==> src/hw/rtl/ptts_pkg.sv <==
// Package for the periodic timer table scheduler.
// Holds the beat structs, command and result codes, and table sizing.
// No dependencies.
package ptts_pkg;

  localparam int NUM_SLOTS   = 32;
  localparam int SLOT_IDX_W  = (NUM_SLOTS > 1) ? $clog2(NUM_SLOTS) : 1;
  localparam int CNT_W       = $clog2(NUM_SLOTS + 1);
  localparam int QUEUE_DEPTH = 2;
  localparam int QPTR_W      = $clog2(QUEUE_DEPTH);
  localparam int QCNT_W      = $clog2(QUEUE_DEPTH + 1);

  localparam int ENTRY_W     = 6;
  localparam int WAIT_W      = 16;
  localparam int PERIOD_W    = 24;
  localparam int ELAPSED_W   = 16;
  localparam int FIELD_SLOT_W = 5;

  localparam logic [15:0] MAX_WAIT_RESET = 16'd300;

  localparam logic CMD_LOAD    = 1'b0;
  localparam logic CMD_ADVANCE = 1'b1;

  localparam logic KIND_FIRE   = 1'b0;
  localparam logic KIND_REPORT = 1'b1;

  localparam logic REG_ENTRY_COUNT = 1'b0;
  localparam logic REG_MAX_WAIT    = 1'b1;

  typedef struct packed {
    logic                    cmd;
    logic [FIELD_SLOT_W-1:0] slot;
    logic [PERIOD_W-1:0]     period_sec;
    logic [ELAPSED_W-1:0]    elapsed_sec;
  } in_beat_t;

  typedef struct packed {
    logic                    kind;
    logic [FIELD_SLOT_W-1:0] entry_index;
    logic [WAIT_W-1:0]       next_wait_sec;
    logic                    last;
  } out_beat_t;

  typedef struct packed {
    logic                  is_adv;
    logic [SLOT_IDX_W-1:0] slot;
    logic [PERIOD_W-1:0]   period;
    logic [ELAPSED_W-1:0]  elapsed;
  } q_item_t;

  typedef struct packed {
    logic    valid;
    q_item_t item;
  } q_head_t;

endpackage

==> src/hw/rtl/ptts_front.sv <==
// Front end: takes input beats, drops out-of-range loads, queues the rest.
// Depends on ptts_pkg.
module ptts_front (
  input  logic               clk_i,
  input  logic               rst_ni,
  input  logic               in_valid_i,
  output logic               in_ready_o,
  input  ptts_pkg::in_beat_t in_data_i,
  output ptts_pkg::q_head_t  head_o,
  input  logic               pop_i
);
  import ptts_pkg::*;

  q_item_t             mem_q [QUEUE_DEPTH];
  logic [QPTR_W-1:0]   wr_ptr_q, wr_ptr_d;
  logic [QPTR_W-1:0]   rd_ptr_q, rd_ptr_d;
  logic [QCNT_W-1:0]   count_q, count_d;
  logic                accept;
  logic                keep;
  logic                push;
  q_item_t             item;

  assign in_ready_o = (count_q != QCNT_W'(QUEUE_DEPTH));
  assign accept     = in_valid_i && in_ready_o;
  assign keep       = (in_data_i.cmd == CMD_ADVANCE) ||
                      ({1'b0, in_data_i.slot} < (FIELD_SLOT_W + 1)'(NUM_SLOTS));
  assign push       = accept && keep;

  always_comb begin
    item.is_adv  = (in_data_i.cmd == CMD_ADVANCE);
    item.slot    = in_data_i.slot[SLOT_IDX_W-1:0];
    item.period  = in_data_i.period_sec;
    item.elapsed = in_data_i.elapsed_sec;
  end

  always_comb begin
    wr_ptr_d = wr_ptr_q;
    rd_ptr_d = rd_ptr_q;
    count_d  = count_q;
    if (push) begin
      wr_ptr_d = (wr_ptr_q == QPTR_W'(QUEUE_DEPTH - 1)) ? '0 : wr_ptr_q + 1'b1;
    end
    if (pop_i) begin
      rd_ptr_d = (rd_ptr_q == QPTR_W'(QUEUE_DEPTH - 1)) ? '0 : rd_ptr_q + 1'b1;
    end
    if (push && !pop_i) begin
      count_d = count_q + 1'b1;
    end else if (!push && pop_i) begin
      count_d = count_q - 1'b1;
    end
  end

  always_ff @(posedge clk_i or negedge rst_ni) begin
    if (!rst_ni) begin
      wr_ptr_q <= '0;
      rd_ptr_q <= '0;
      count_q  <= '0;
    end else begin
      wr_ptr_q <= wr_ptr_d;
      rd_ptr_q <= rd_ptr_d;
      count_q  <= count_d;
    end
  end

  always_ff @(posedge clk_i) begin
    if (push) begin
      mem_q[wr_ptr_q] <= item;
    end
  end

  assign head_o.valid = (count_q != '0);
  assign head_o.item  = mem_q[rd_ptr_q];

  a_no_pop_empty: assert property (@(posedge clk_i) disable iff (!rst_ni)
    pop_i |-> count_q != '0)
    else $error("queue popped while empty");

  a_count_bound: assert property (@(posedge clk_i) disable iff (!rst_ni)
    count_q <= QCNT_W'(QUEUE_DEPTH))
    else $error("queue count overflow");

  a_full_no_push: assert property (@(posedge clk_i) disable iff (!rst_ni)
    count_q == QCNT_W'(QUEUE_DEPTH) && !pop_i |=> count_q == QCNT_W'(QUEUE_DEPTH))
    else $error("full queue changed without a pop");

endmodule

==> src/hw/rtl/ptts_back.sv <==
// Back end: runs queued loads and advances over the timer tables.
// Holds the period and remaining memories and the output register. Depends on ptts_pkg.
module ptts_back (
  input  logic                         clk_i,
  input  logic                         rst_ni,
  input  ptts_pkg::q_head_t            head_i,
  output logic                         pop_o,
  input  logic [ptts_pkg::ENTRY_W-1:0] entry_count_i,
  input  logic [ptts_pkg::WAIT_W-1:0]  max_wait_i,
  output logic                         out_valid_o,
  input  logic                         out_ready_i,
  output ptts_pkg::out_beat_t          out_data_o
);
  import ptts_pkg::*;

  localparam logic ST_IDLE = 1'b0;
  localparam logic ST_WALK = 1'b1;

  logic [PERIOD_W-1:0]  per_mem [NUM_SLOTS];
  logic [PERIOD_W-1:0]  rem_mem [NUM_SLOTS];

  logic                 state_q, state_d;
  logic [CNT_W-1:0]     idx_q, idx_d;
  logic [CNT_W-1:0]     active_q, active_d;
  logic [ELAPSED_W-1:0] elapsed_q, elapsed_d;
  logic [WAIT_W-1:0]    wait_q, wait_d;
  logic                 out_valid_q, out_valid_d;
  out_beat_t            out_q, out_d;

  logic [CNT_W-1:0]     active_sat;
  logic                 out_free;
  logic                 walk_done;
  logic [PERIOD_W-1:0]  rem_rd;
  logic [PERIOD_W-1:0]  per_rd;
  logic                 hit;
  logic [PERIOD_W-1:0]  rem_new;
  logic                 step_en;
  logic                 rep_en;
  logic                 load_en;

  assign active_sat = (entry_count_i > ENTRY_W'(NUM_SLOTS)) ? CNT_W'(NUM_SLOTS)
                                                             : entry_count_i[CNT_W-1:0];
  assign out_free   = !out_valid_q || out_ready_i;
  assign walk_done  = (idx_q == active_q);
  assign rem_rd     = rem_mem[idx_q[SLOT_IDX_W-1:0]];
  assign per_rd     = per_mem[idx_q[SLOT_IDX_W-1:0]];
  assign hit        = rem_rd <= PERIOD_W'(elapsed_q);
  assign rem_new    = hit ? per_rd : rem_rd - PERIOD_W'(elapsed_q);
  assign step_en    = (state_q == ST_WALK) && !walk_done && (!hit || out_free);
  assign rep_en     = (state_q == ST_WALK) && walk_done && out_free;
  assign pop_o      = (state_q == ST_IDLE) && head_i.valid;
  assign load_en    = pop_o && !head_i.item.is_adv;

  always_comb begin
    state_d     = state_q;
    idx_d       = idx_q;
    active_d    = active_q;
    elapsed_d   = elapsed_q;
    wait_d      = wait_q;
    out_valid_d = out_valid_q && !out_ready_i;
    out_d       = out_q;
    case (state_q)
      ST_IDLE: begin
        if (pop_o && head_i.item.is_adv) begin
          state_d   = ST_WALK;
          idx_d     = '0;
          active_d  = active_sat;
          elapsed_d = head_i.item.elapsed;
          wait_d    = max_wait_i;
        end
      end
      ST_WALK: begin
        if (step_en) begin
          idx_d = idx_q + 1'b1;
          if (rem_new < PERIOD_W'(wait_q)) begin
            wait_d = rem_new[WAIT_W-1:0];
          end
          if (hit) begin
            out_valid_d       = 1'b1;
            out_d.kind        = KIND_FIRE;
            out_d.entry_index = FIELD_SLOT_W'(idx_q);
            out_d.next_wait_sec = '0;
            out_d.last        = 1'b0;
          end
        end else if (rep_en) begin
          state_d             = ST_IDLE;
          out_valid_d         = 1'b1;
          out_d.kind          = KIND_REPORT;
          out_d.entry_index   = '0;
          out_d.next_wait_sec = wait_q;
          out_d.last          = 1'b1;
        end
      end
      default: state_d = ST_IDLE;
    endcase
  end

  always_ff @(posedge clk_i or negedge rst_ni) begin
    if (!rst_ni) begin
      state_q     <= ST_IDLE;
      idx_q       <= '0;
      active_q    <= '0;
      out_valid_q <= 1'b0;
    end else begin
      state_q     <= state_d;
      idx_q       <= idx_d;
      active_q    <= active_d;
      out_valid_q <= out_valid_d;
    end
  end

  always_ff @(posedge clk_i) begin
    elapsed_q <= elapsed_d;
    wait_q    <= wait_d;
    out_q     <= out_d;
  end

  always_ff @(posedge clk_i) begin
    if (load_en) begin
      per_mem[head_i.item.slot] <= head_i.item.period;
      rem_mem[head_i.item.slot] <= '0;
    end else if (step_en) begin
      rem_mem[idx_q[SLOT_IDX_W-1:0]] <= rem_new;
    end
  end

  assign out_valid_o = out_valid_q;
  assign out_data_o  = out_q;

  a_idx_bound: assert property (@(posedge clk_i) disable iff (!rst_ni)
    state_q == ST_WALK |-> idx_q <= active_q)
    else $error("walk index past active count");

  a_report_last: assert property (@(posedge clk_i) disable iff (!rst_ni)
    out_valid_q |-> (out_q.last == (out_q.kind == KIND_REPORT)))
    else $error("last flag disagrees with kind");

  a_fire_in_range: assert property (@(posedge clk_i) disable iff (!rst_ni)
    out_valid_q && out_q.kind == KIND_FIRE |-> CNT_W'(out_q.entry_index) < active_q)
    else $error("fired slot outside active range");

  a_no_overwrite: assert property (@(posedge clk_i) disable iff (!rst_ni)
    out_valid_q && !out_ready_i |=> $stable(out_q))
    else $error("pending result overwritten");

endmodule

==> src/hw/rtl/periodic_timer_table_scheduler.sv <==
// Periodic timer table scheduler top level: APB registers, front queue, back walker.
// Load: written to the tables when popped from the queue. Advance: queue pop, a walk over
// slots 0 to min(entry_count, NUM_SLOTS) - 1, then the report; output stalls hold both.
// The slot walk sets the rate. Results leave through a registered output.
// Reset clears control state; entry_count resets to 0, max_wait to 300; tables undefined.
// Depends on ptts_pkg, ptts_front and ptts_back.
module periodic_timer_table_scheduler (
  input  logic                 clk_i,
  input  logic                 rst_ni,
  input  logic                 in_valid_i,
  output logic                 in_ready_o,
  input  ptts_pkg::in_beat_t   in_data_i,
  output logic                 out_valid_o,
  input  logic                 out_ready_i,
  output ptts_pkg::out_beat_t  out_data_o,
  input  logic                 psel,
  input  logic                 penable,
  input  logic                 pwrite,
  input  logic [2:0]           paddr,
  input  logic [31:0]          pwdata,
  output logic [31:0]          prdata,
  output logic                 pready
);
  import ptts_pkg::*;

  logic [ENTRY_W-1:0] entry_count_q, entry_count_d;
  logic [WAIT_W-1:0]  max_wait_q, max_wait_d;
  logic               wr_en;
  logic               reg_sel;
  q_head_t            head;
  logic               pop;

  assign pready  = 1'b1;
  assign wr_en   = psel && penable && pwrite;
  assign reg_sel = paddr[2];

  always_comb begin
    entry_count_d = entry_count_q;
    max_wait_d    = max_wait_q;
    if (wr_en) begin
      case (reg_sel)
        REG_ENTRY_COUNT: entry_count_d = pwdata[ENTRY_W-1:0];
        REG_MAX_WAIT:    max_wait_d    = pwdata[WAIT_W-1:0];
        default: ;
      endcase
    end
  end

  always_comb begin
    case (reg_sel)
      REG_ENTRY_COUNT: prdata = 32'(entry_count_q);
      REG_MAX_WAIT:    prdata = 32'(max_wait_q);
      default:         prdata = '0;
    endcase
  end

  always_ff @(posedge clk_i or negedge rst_ni) begin
    if (!rst_ni) begin
      entry_count_q <= '0;
      max_wait_q    <= MAX_WAIT_RESET;
    end else begin
      entry_count_q <= entry_count_d;
      max_wait_q    <= max_wait_d;
    end
  end

  ptts_front u_front (
    .clk_i      (clk_i),
    .rst_ni     (rst_ni),
    .in_valid_i (in_valid_i),
    .in_ready_o (in_ready_o),
    .in_data_i  (in_data_i),
    .head_o     (head),
    .pop_i      (pop)
  );

  ptts_back u_back (
    .clk_i         (clk_i),
    .rst_ni        (rst_ni),
    .head_i        (head),
    .pop_o         (pop),
    .entry_count_i (entry_count_q),
    .max_wait_i    (max_wait_q),
    .out_valid_o   (out_valid_o),
    .out_ready_i   (out_ready_i),
    .out_data_o    (out_data_o)
  );

endmodule

==> config.mk <==
export PLATFORM = sky130hd
export DESIGN_NAME = periodic_timer_table_scheduler
export DESIGN_NICKNAME = d
export VERILOG_FILES = /design/src/hw/rtl/ptts_pkg.sv /design/src/hw/rtl/ptts_front.sv /design/src/hw/rtl/ptts_back.sv /design/src/hw/rtl/periodic_timer_table_scheduler.sv
export SDC_FILE = /design/constraint.sdc
export NUM_CORES = 2
export LEC_CHECK = 0
export BUFFER_PORTS_ARGS = -buffer_cell sky130_fd_sc_hd__clkbuf_2
export CORE_UTILIZATION = 60
export DETAILED_ROUTE_END_ITERATION = 6
export GPL_ROUTABILITY_DRIVEN = 0
export PLACE_DENSITY = 0.74
export SKIP_LAST_GASP = 1
export SLEW_MARGIN = 10
export SYNTH_ARGS = -nofsm -noshare
export SYNTH_HDL_FRONTEND = slang
export SYNTH_HIERARCHICAL = 1
export SYNTH_SLANG_ARGS = --single-unit
==> constraint.sdc <==
create_clock -name clk_i -period 16.3 [get_ports clk_i]
set_input_delay 3.26 -clock clk_i [delete_from_list [all_inputs] [get_ports clk_i]]
set_output_delay 3.26 -clock clk_i [all_outputs]
set_load 0.02 [all_outputs]
==> After elaboration in Yosys (flattened, before gate mapping) <==
Memories as Yosys holds them, arrays and structs flattened.
Cells that the tools add are included.
{ "classes": {"magnitude_cmp": 3, "addsub": 6, "n_bitwise": 2, "n_mux": 35, "n_reduce_logical": 32, "eq_ne": 6} }
{ "ops": {"columns": ["op", "count"], "rows": [
  ["$mux W23", 3],
  ["$pmux W32 S2", 1],
  ["$mux W16", 3],
  ["$mux W24", 2],
  ["$pmux W16 S2", 1],
  ["$le A24 B16 Y1", 1],
  ["$lt A24 B16 Y1", 1],
  ["$reduce_or A24 Y1", 1],
  ["$sub A24 B16 Y24", 1],
  ["$mux W6", 3],
  ["$mux W1", 17],
  ["$logic_and A1 B1 Y1", 13],
  ["$pmux W6 S2", 1],
  ["$ne A2 B2 Y1 const B", 4],
  ["$reduce_and A2 Y1", 4],
  ["$logic_not A1 Y1", 7],
  ["$add A6 B1 Y6 const B", 1],
  ["$eq A6 B6 Y1", 1],
  ["$gt A6 B6 Y1 const B", 1],
  ["$reduce_and A3 Y1", 2],
  ["$reduce_bool A2 Y1", 3],
  ["$mux W5", 1],
  ["$mux W2", 2],
  ["$add A1 B1 Y1 const B", 2],
  ["6 further kinds", 8]
]} }
{ "totals": {"elab_cells": 102, "ramBits": 1628, "ff_bits": 95, "memories": 3} }
{ "memory_table": {"columns": ["memory", "words", "width", "read_ports", "rd_ports_with_merged_regs", "wr", "line", "rtl"], "rows": [
  ["u_back.per_mem", 32, 24, 1, 0, 1, "ptts_back.sv:19", "logic [PERIOD_W-1:0] per_mem [NUM_SLOTS];"],
  ["u_back.rem_mem", 32, 24, 1, 0, 1, "ptts_back.sv:20", "logic [PERIOD_W-1:0] rem_mem [NUM_SLOTS];"],
  ["u_front.mem_q", 2, 46, 1, 0, 1, "ptts_front.sv:14", "q_item_t mem_q [QUEUE_DEPTH];"]
]} }

==> Logic depth before layout (Yosys ltp) <==
An unclocked memory read counts as a cell.
{ "logic_depth": {"ltp_word": 10, "ltp_mapped": 38, "depth_no_buf": 27} }

==> Hierarchy <==
The synthesis kept the hierarchy.
{ "by_module_without_submodules": {"columns": ["mod", "area_each_um2", "cells_each", "n_inst", "seq_area_each_um2"], "rows": [
  ["ptts_back", 63225.6, 2886, 1, 48096.1],
  ["ptts_front", 3637.2, 161, 1, 2862.7],
  ["periodic_timer_table_scheduler", 1168.6, 84, 1, 555.5]
]} }

==> Worst setup path before layout <==
No wires, ideal clock.
{ "synth_timing": {"kind": "register -> register", "start": "register u_back.idx_q[0]", "end": "register u_back.wait_q[0], enable pin", "t_arrival_ns": 8.049, "slack_ns": 7.860, "setup_ns": 0.391, "required_time_ns": 15.909, "path_stages_with_launch": 36, "path_cell_list": "dfrtp_1 buf_6 buf_6 buf_6 buf_6 buf_4 buf_4 buf_2 buf_1 mux4_2 mux4_2 mux2i_1 ha_1 inv_1 fa_1 a21oi_1 nor2_1 o311ai_0 nand4_1 a21oi_1 o211ai_2 clkbuf_1 a21oi_1 inv_1 ha_1 a21o_1 a21o_1 a21o_1 a21o_1 a21oi_1 nor2b_1 o21ai_0 and4b_1 and4_1 nand3_1 o21ai_1"} }
{ "synth_between": {"elab_chain_cells": 7} }
{ "synth_rtl": {"columns": ["element", "line", "rtl"], "rows": [
  ["start, declared", "ptts_back.sv:23", "logic [CNT_W-1:0] idx_q, idx_d;"],
  ["start signal, assigned", "ptts_back.sv:106", "idx_q <= idx_d;"],
  ["branches (longest 6 deep; another with $mem_v2 Z32 W24)", null, null],
  ["$reduce_and A3 Y1 (no line) (*)", null, null],
  ["end signal, assigned", "ptts_back.sv:114", "wait_q <= wait_d;"],
  ["end, declared", "ptts_back.sv:26", "logic [WAIT_W-1:0] wait_q, wait_d;"]
]} }
Mark *: on every way between the ends.
A chain may end at the register's enable or synchronous reset.

==> Worst setup path after layout <==
{ "layout_timing": {"start": "register u_back.idx_q[1]", "end": "memory u_back.rem_mem[21][8], enable pin"} }
{ "layout_between": {"elab_chain_cells": 10} }
{ "layout_rtl": {"columns": ["element", "line", "rtl"], "rows": [
  ["$mem_v2 Z32 W24", null, null],
  ["$le A24 B16 Y1", "ptts_back.sv:47", "assign hit = rem_rd <= PERIOD_W'(elapsed_q);"],
  ["$logic_not A1 Y1", "ptts_back.sv:49", "assign step_en = (state_q == ST_WALK) && !walk_done && (!hit || out_free);"],
  ["$logic_or A1 B1 Y1", "ptts_back.sv:49", null],
  ["$logic_and A1 B1 Y1", "ptts_back.sv:49", null],
  ["$mux W1", "ptts_back.sv:122", "end else if (step_en) begin"],
  ["$mux W1", "ptts_back.sv:119", "if (load_en) begin"],
  ["$mux W1 (implied by the code)", "ptts_back.sv:123", "rem_mem[idx_q[SLOT_IDX_W-1:0]] <= rem_new;"],
  ["$reduce_or A24 Y1 (no line)", null, null],
  ["$mux W5 (no line) / $mux W1 (equally long branches)", null, null],
  ["end, declared", "ptts_back.sv:20", null]
]} }
Parallel ways exist; a longest one is shown, timed or not.

==> results.py <==
metrics = {
    "route": {
        "drtAntennaViolNets": 0,
        "routedWlPerCell_um": 34.0,
        "routed_via_density": 6.77,
        "vias": 33704,
        "drc_errors": 0,
        "dr.pass1.iters": 5,
        "drtIter0Drc": 4424,
        "wirelength_um": 169000,
    },
    "placed_design": {
        "post_dp_cell_area_um2": 70800,
        "io_buffers": 110,
        "post-place-ws_ns": 6.29,
        "post-place-cells": 4677,
        "hpwl_um": 91200,
    },
    "power_and_ir_drop": {
        "powerDensity_nw_per_um2": 229,
        "ir_drop_uv": 262,
        "p_leak_nw": 24.5,
    },
    "setup_path": {
        "worstSetupStartpoint": "u_back/idx_q[1]$_DFFE_PN0P_",
        "crit_path_end": "u_back/rem_mem[21][8]$_DFFE_PP_",
        "critPathKind": "reg -> reg",
        "arrival_ns": 10.91,
        "slowest_delay_ns": 1.05,
        "crit_fanout": 77,
        "r2r_setup_slack_ns": 5.86,
        "startpoint_type": "flip-flop",
        "reg2reg_from": "u_back/idx_q[1]$_DFFE_PN0P_",
        "r2r_end": "u_back/rem_mem[21][8]$_DFFE_PP_",
        "path_cells": "buf_4, buf_4, mux4_2, mux4_2, mux2_2, fa_1, a21oi_1, nor2_1, o311ai_0, nand4_1, a21oi_1, o211a_1, a21oi_4, buf_4, inv_2, o31a_1, nor2_4, buf_4",
        "slowest_stage": "buf_4",
        "rr_worst_depth": 18,
        "worst_ep_required_time_ns": 16.77,
        "cpMostUsedCell": "buf_4",
        "end_kind": "flip-flop",
    },
    "sta": {
        "fin_tns_setup_ns": 0,
        "hold_viol": 0,
        "setup_viol": 0,
        "finalClockSkew_ns": 0.0340,
        "period_minus_slack_ns": 10.44,
        "finalCritPeriodShare_pct": 64.0,
        "worstMarginPinSlew_ns": 1.28,
        "worst_slack_ns": 5.86,
        "fmax_mhz": 95.8,
        "relSlewSlack_pct": 14.4,
        "whs_ns": 0.489,
        "final_max_slew_viol_count": 0,
        "rsz0062_at_grt": "false",
    },
    "grt": {
        "grt_overflow_total": 0,
        "grt_max_degree": 93,
        "track_usage_pct": 29.9,
        "grt_pass1_vias": 34076,
        "antenna_found_initial": 5,
        "grt_first_pass_wirelength_um": 241000,
    },
    "clock_network": {
        "numCtsBuffers": 164,
        "postCtsSetupBuffers": 0,
        "htreeDepth": 4,
        "cts_max_path_buffers": 3,
        "post_cts_resized": 0,
        "clk_latency_ns": 0.78,
        "cts_tree": "yes",
        "cts.sinks": 1722,
        "path_clk_slew_ns": 0.07,
        "cts_hold_buf": 0,
        "cts_root_buffer": "clkbuf_16",
    },
    "logic_synthesis": {
        "syn_inst": 3131,
        "ys.flop_type": "edfxtp_1",
        "syn_avg_cell_area_um2": 21.7,
        "synth-edff-count": 1682,
        "ys_types": 70,
        "syn_area_um2": 68000,
        "seq_area_frac_synth_pct": 75.7,
        "postSynth.asyncResetShare_pct": 2.32,
        "ys_ff_latch": 1722,
        "synth_warnings": 6,
    },
    "floorplanning": {
        "rows": 123,
        "dieArea_um2": 115000,
        "core_area_um2": 112000,
        "ios": 146,
        "die_w_um": 339,
        "die_y_um": 339,
        "start_util_pct": 60.5,
    },
    "final_layout": {
        "drive_gt1_share_pct": 30.5,
        "fill_cells": 6794,
        "fin_area_um2": 76000,
        "syn_to_final_growth_pct": 11.6,
        "nNetsFinal": 3465,
        "regArea_um2": 51500,
        "final_cells": 4976,
        "final_cell_mix": "1682 x edfxtp_1, 427 x mux4_2, 168 x clkbuf_16",
        "final_common_cell": "edfxtp_1",
        "multi_input_area_um2": 15900,
    },
    "min_path": {
        "min_path_type": "reg -> reg",
    },
    "outcome": {
        "status": "complete, no violations",
    },
    "run": {
        "drv_cap": 0,
    },
}
## Yosys cell counts, types with 4 or more instances
cell type	instances	area [um2]
inv_1	50	188
o21ai_1	10	50.1
nand4_1	11	68.8
o21a_1	6	45.0
buf_1	12	45.0
nor3_1	5	25.0
and3_1	4	25.0
nor2_1	148	556
nand2_1	59	221
a22oi_1	27	203
o21ai_0	19	95.1
o211ai_2	4	50.1
nand3_1	23	115
mux2_2	68	766
ha_1	33	413
a22o_1	6	52.6
mux2i_1	92	921
a21oi_1	46	230
dfstp_2	4	105
nand3b_1	11	82.6
a21o_1	5	37.5
and2_1	30	188
buf_2	71	355
o2111ai_1	5	43.8
mux2_4	40	601
nand2b_1	6	37.5
dfrtp_1	36	901
o211ai_1	4	30.0
edfxtp_1	1682	50500
clkbuf_1	37	139
buf_6	18	203
a31oi_1	10	62.6
nor2b_1	14	87.6
xnor2_1	12	105
xor2_1	18	158
mux4_2	427	9620
buf_4	28	210
## where the power goes
part	internal [mW]	switching [mW]	total, mW	leakage (nW)
registers	7.17	0.273	7.44	15.7
clock network	2.08	1.59	3.67	2.53
logic	2.13	4.14	6.27	6.25
## worst min path at each step
| stage | from | endpoint | slack, ns | cells after the start |
|---|---|---|---|---|
| after floorplan | u_front/count_q[1]$_DFFE_PN0P_ | u_front/count_q[1]$_DFFE_PN0P_ | 0.46 | 1 |
| after global placement | u_back/active_q[3]$_DFFE_PN0P_ | u_back/active_q[3]$_DFFE_PN0P_ | 0.47 | 2 |
| after detailed placement | u_back/active_q[0]$_DFFE_PN0P_ | u_back/active_q[0]$_DFFE_PN0P_ | 0.48 | 2 |
| after CTS | u_back/active_q[0]$_DFFE_PN0P_ | u_back/active_q[0]$_DFFE_PN0P_ | 0.49 | 2 |
| after global routing | u_back/active_q[0]$_DFFE_PN0P_ | u_back/active_q[0]$_DFFE_PN0P_ | 0.51 | 2 |
| final | u_back/active_q[0]$_DFFE_PN0P_ | u_back/active_q[0]$_DFFE_PN0P_ | 0.49 | 2 |
## registers in the layout, indices dropped and copies added (netlist names), 16 cells and up
name / cells
u_back/per_mem: 768
u_back/wait_q: 16
u_back/rem_mem: 768
max_wait_q: 16
u_front/mem_q: 92
u_back/elapsed_q: 16
u_back/out_data_o: 22
## metrics by stage
| step | total power [mW] | util (%) |
|---|---|---|
| final | 17.4 | 67.5 |
| after global routing | 18.0 | 67.5 |
| after floorplan | 11.5 | - |
| after global placement | 13.3 | 62.9 |
| after CTS | 17.3 | 67.5 |
| after detailed placement | 13.7 | 62.9 |
## critical path, delay by kind of cell (launching register included)
| kind | cells | cell delay [ns] |
|---|---|---|
| DFF | 1 | 1.02 |
| adders and majority gates | 1 | 0.44 |
| and+or+nand+nor | 3 | 0.92 |
| muxes | 3 | 1.28 |
| AOI/OAI and AO/OA | 6 | 3.24 |
| buffers and inverters | 5 | 3.01 |
## cell families after synthesis
logic type | share of synthesized area, %
multiplexers | 17.5
flip-flops | 75.7
adder cells (fa/ha/maj) | 0.636
other | 0.0110
XOR/XNOR | 0.386
buffers and inverters | 1.71
AO/OA/AOI/OAI | 1.65
AND/OR/NAND/NOR | 2.35
## routing by layer
metal / wire length, um / vias up / GRT usage, %
met1: 60400 / 17707 / 39.9
met5: 13 / - / 0
met2: 83400 / 2196 / 48.6
li1: - / 13383 / -
met3: 18100 / 416 / 6.42
met4: 7330 / 2 / 12.0
## cell type report
class                      instances  share of cell area, %
antenna                            1                0.00329
clock buffer                     202                   5.78
clock inverter                    96                   1.04
inverter                          51                  0.252
multi-input combinational       1206                   21.0
sequential                      1722                   67.8
tap                             1500                   2.47
timing repair buffer             198                   1.63
No activity file was read; power rests on OpenSTA's default activity.
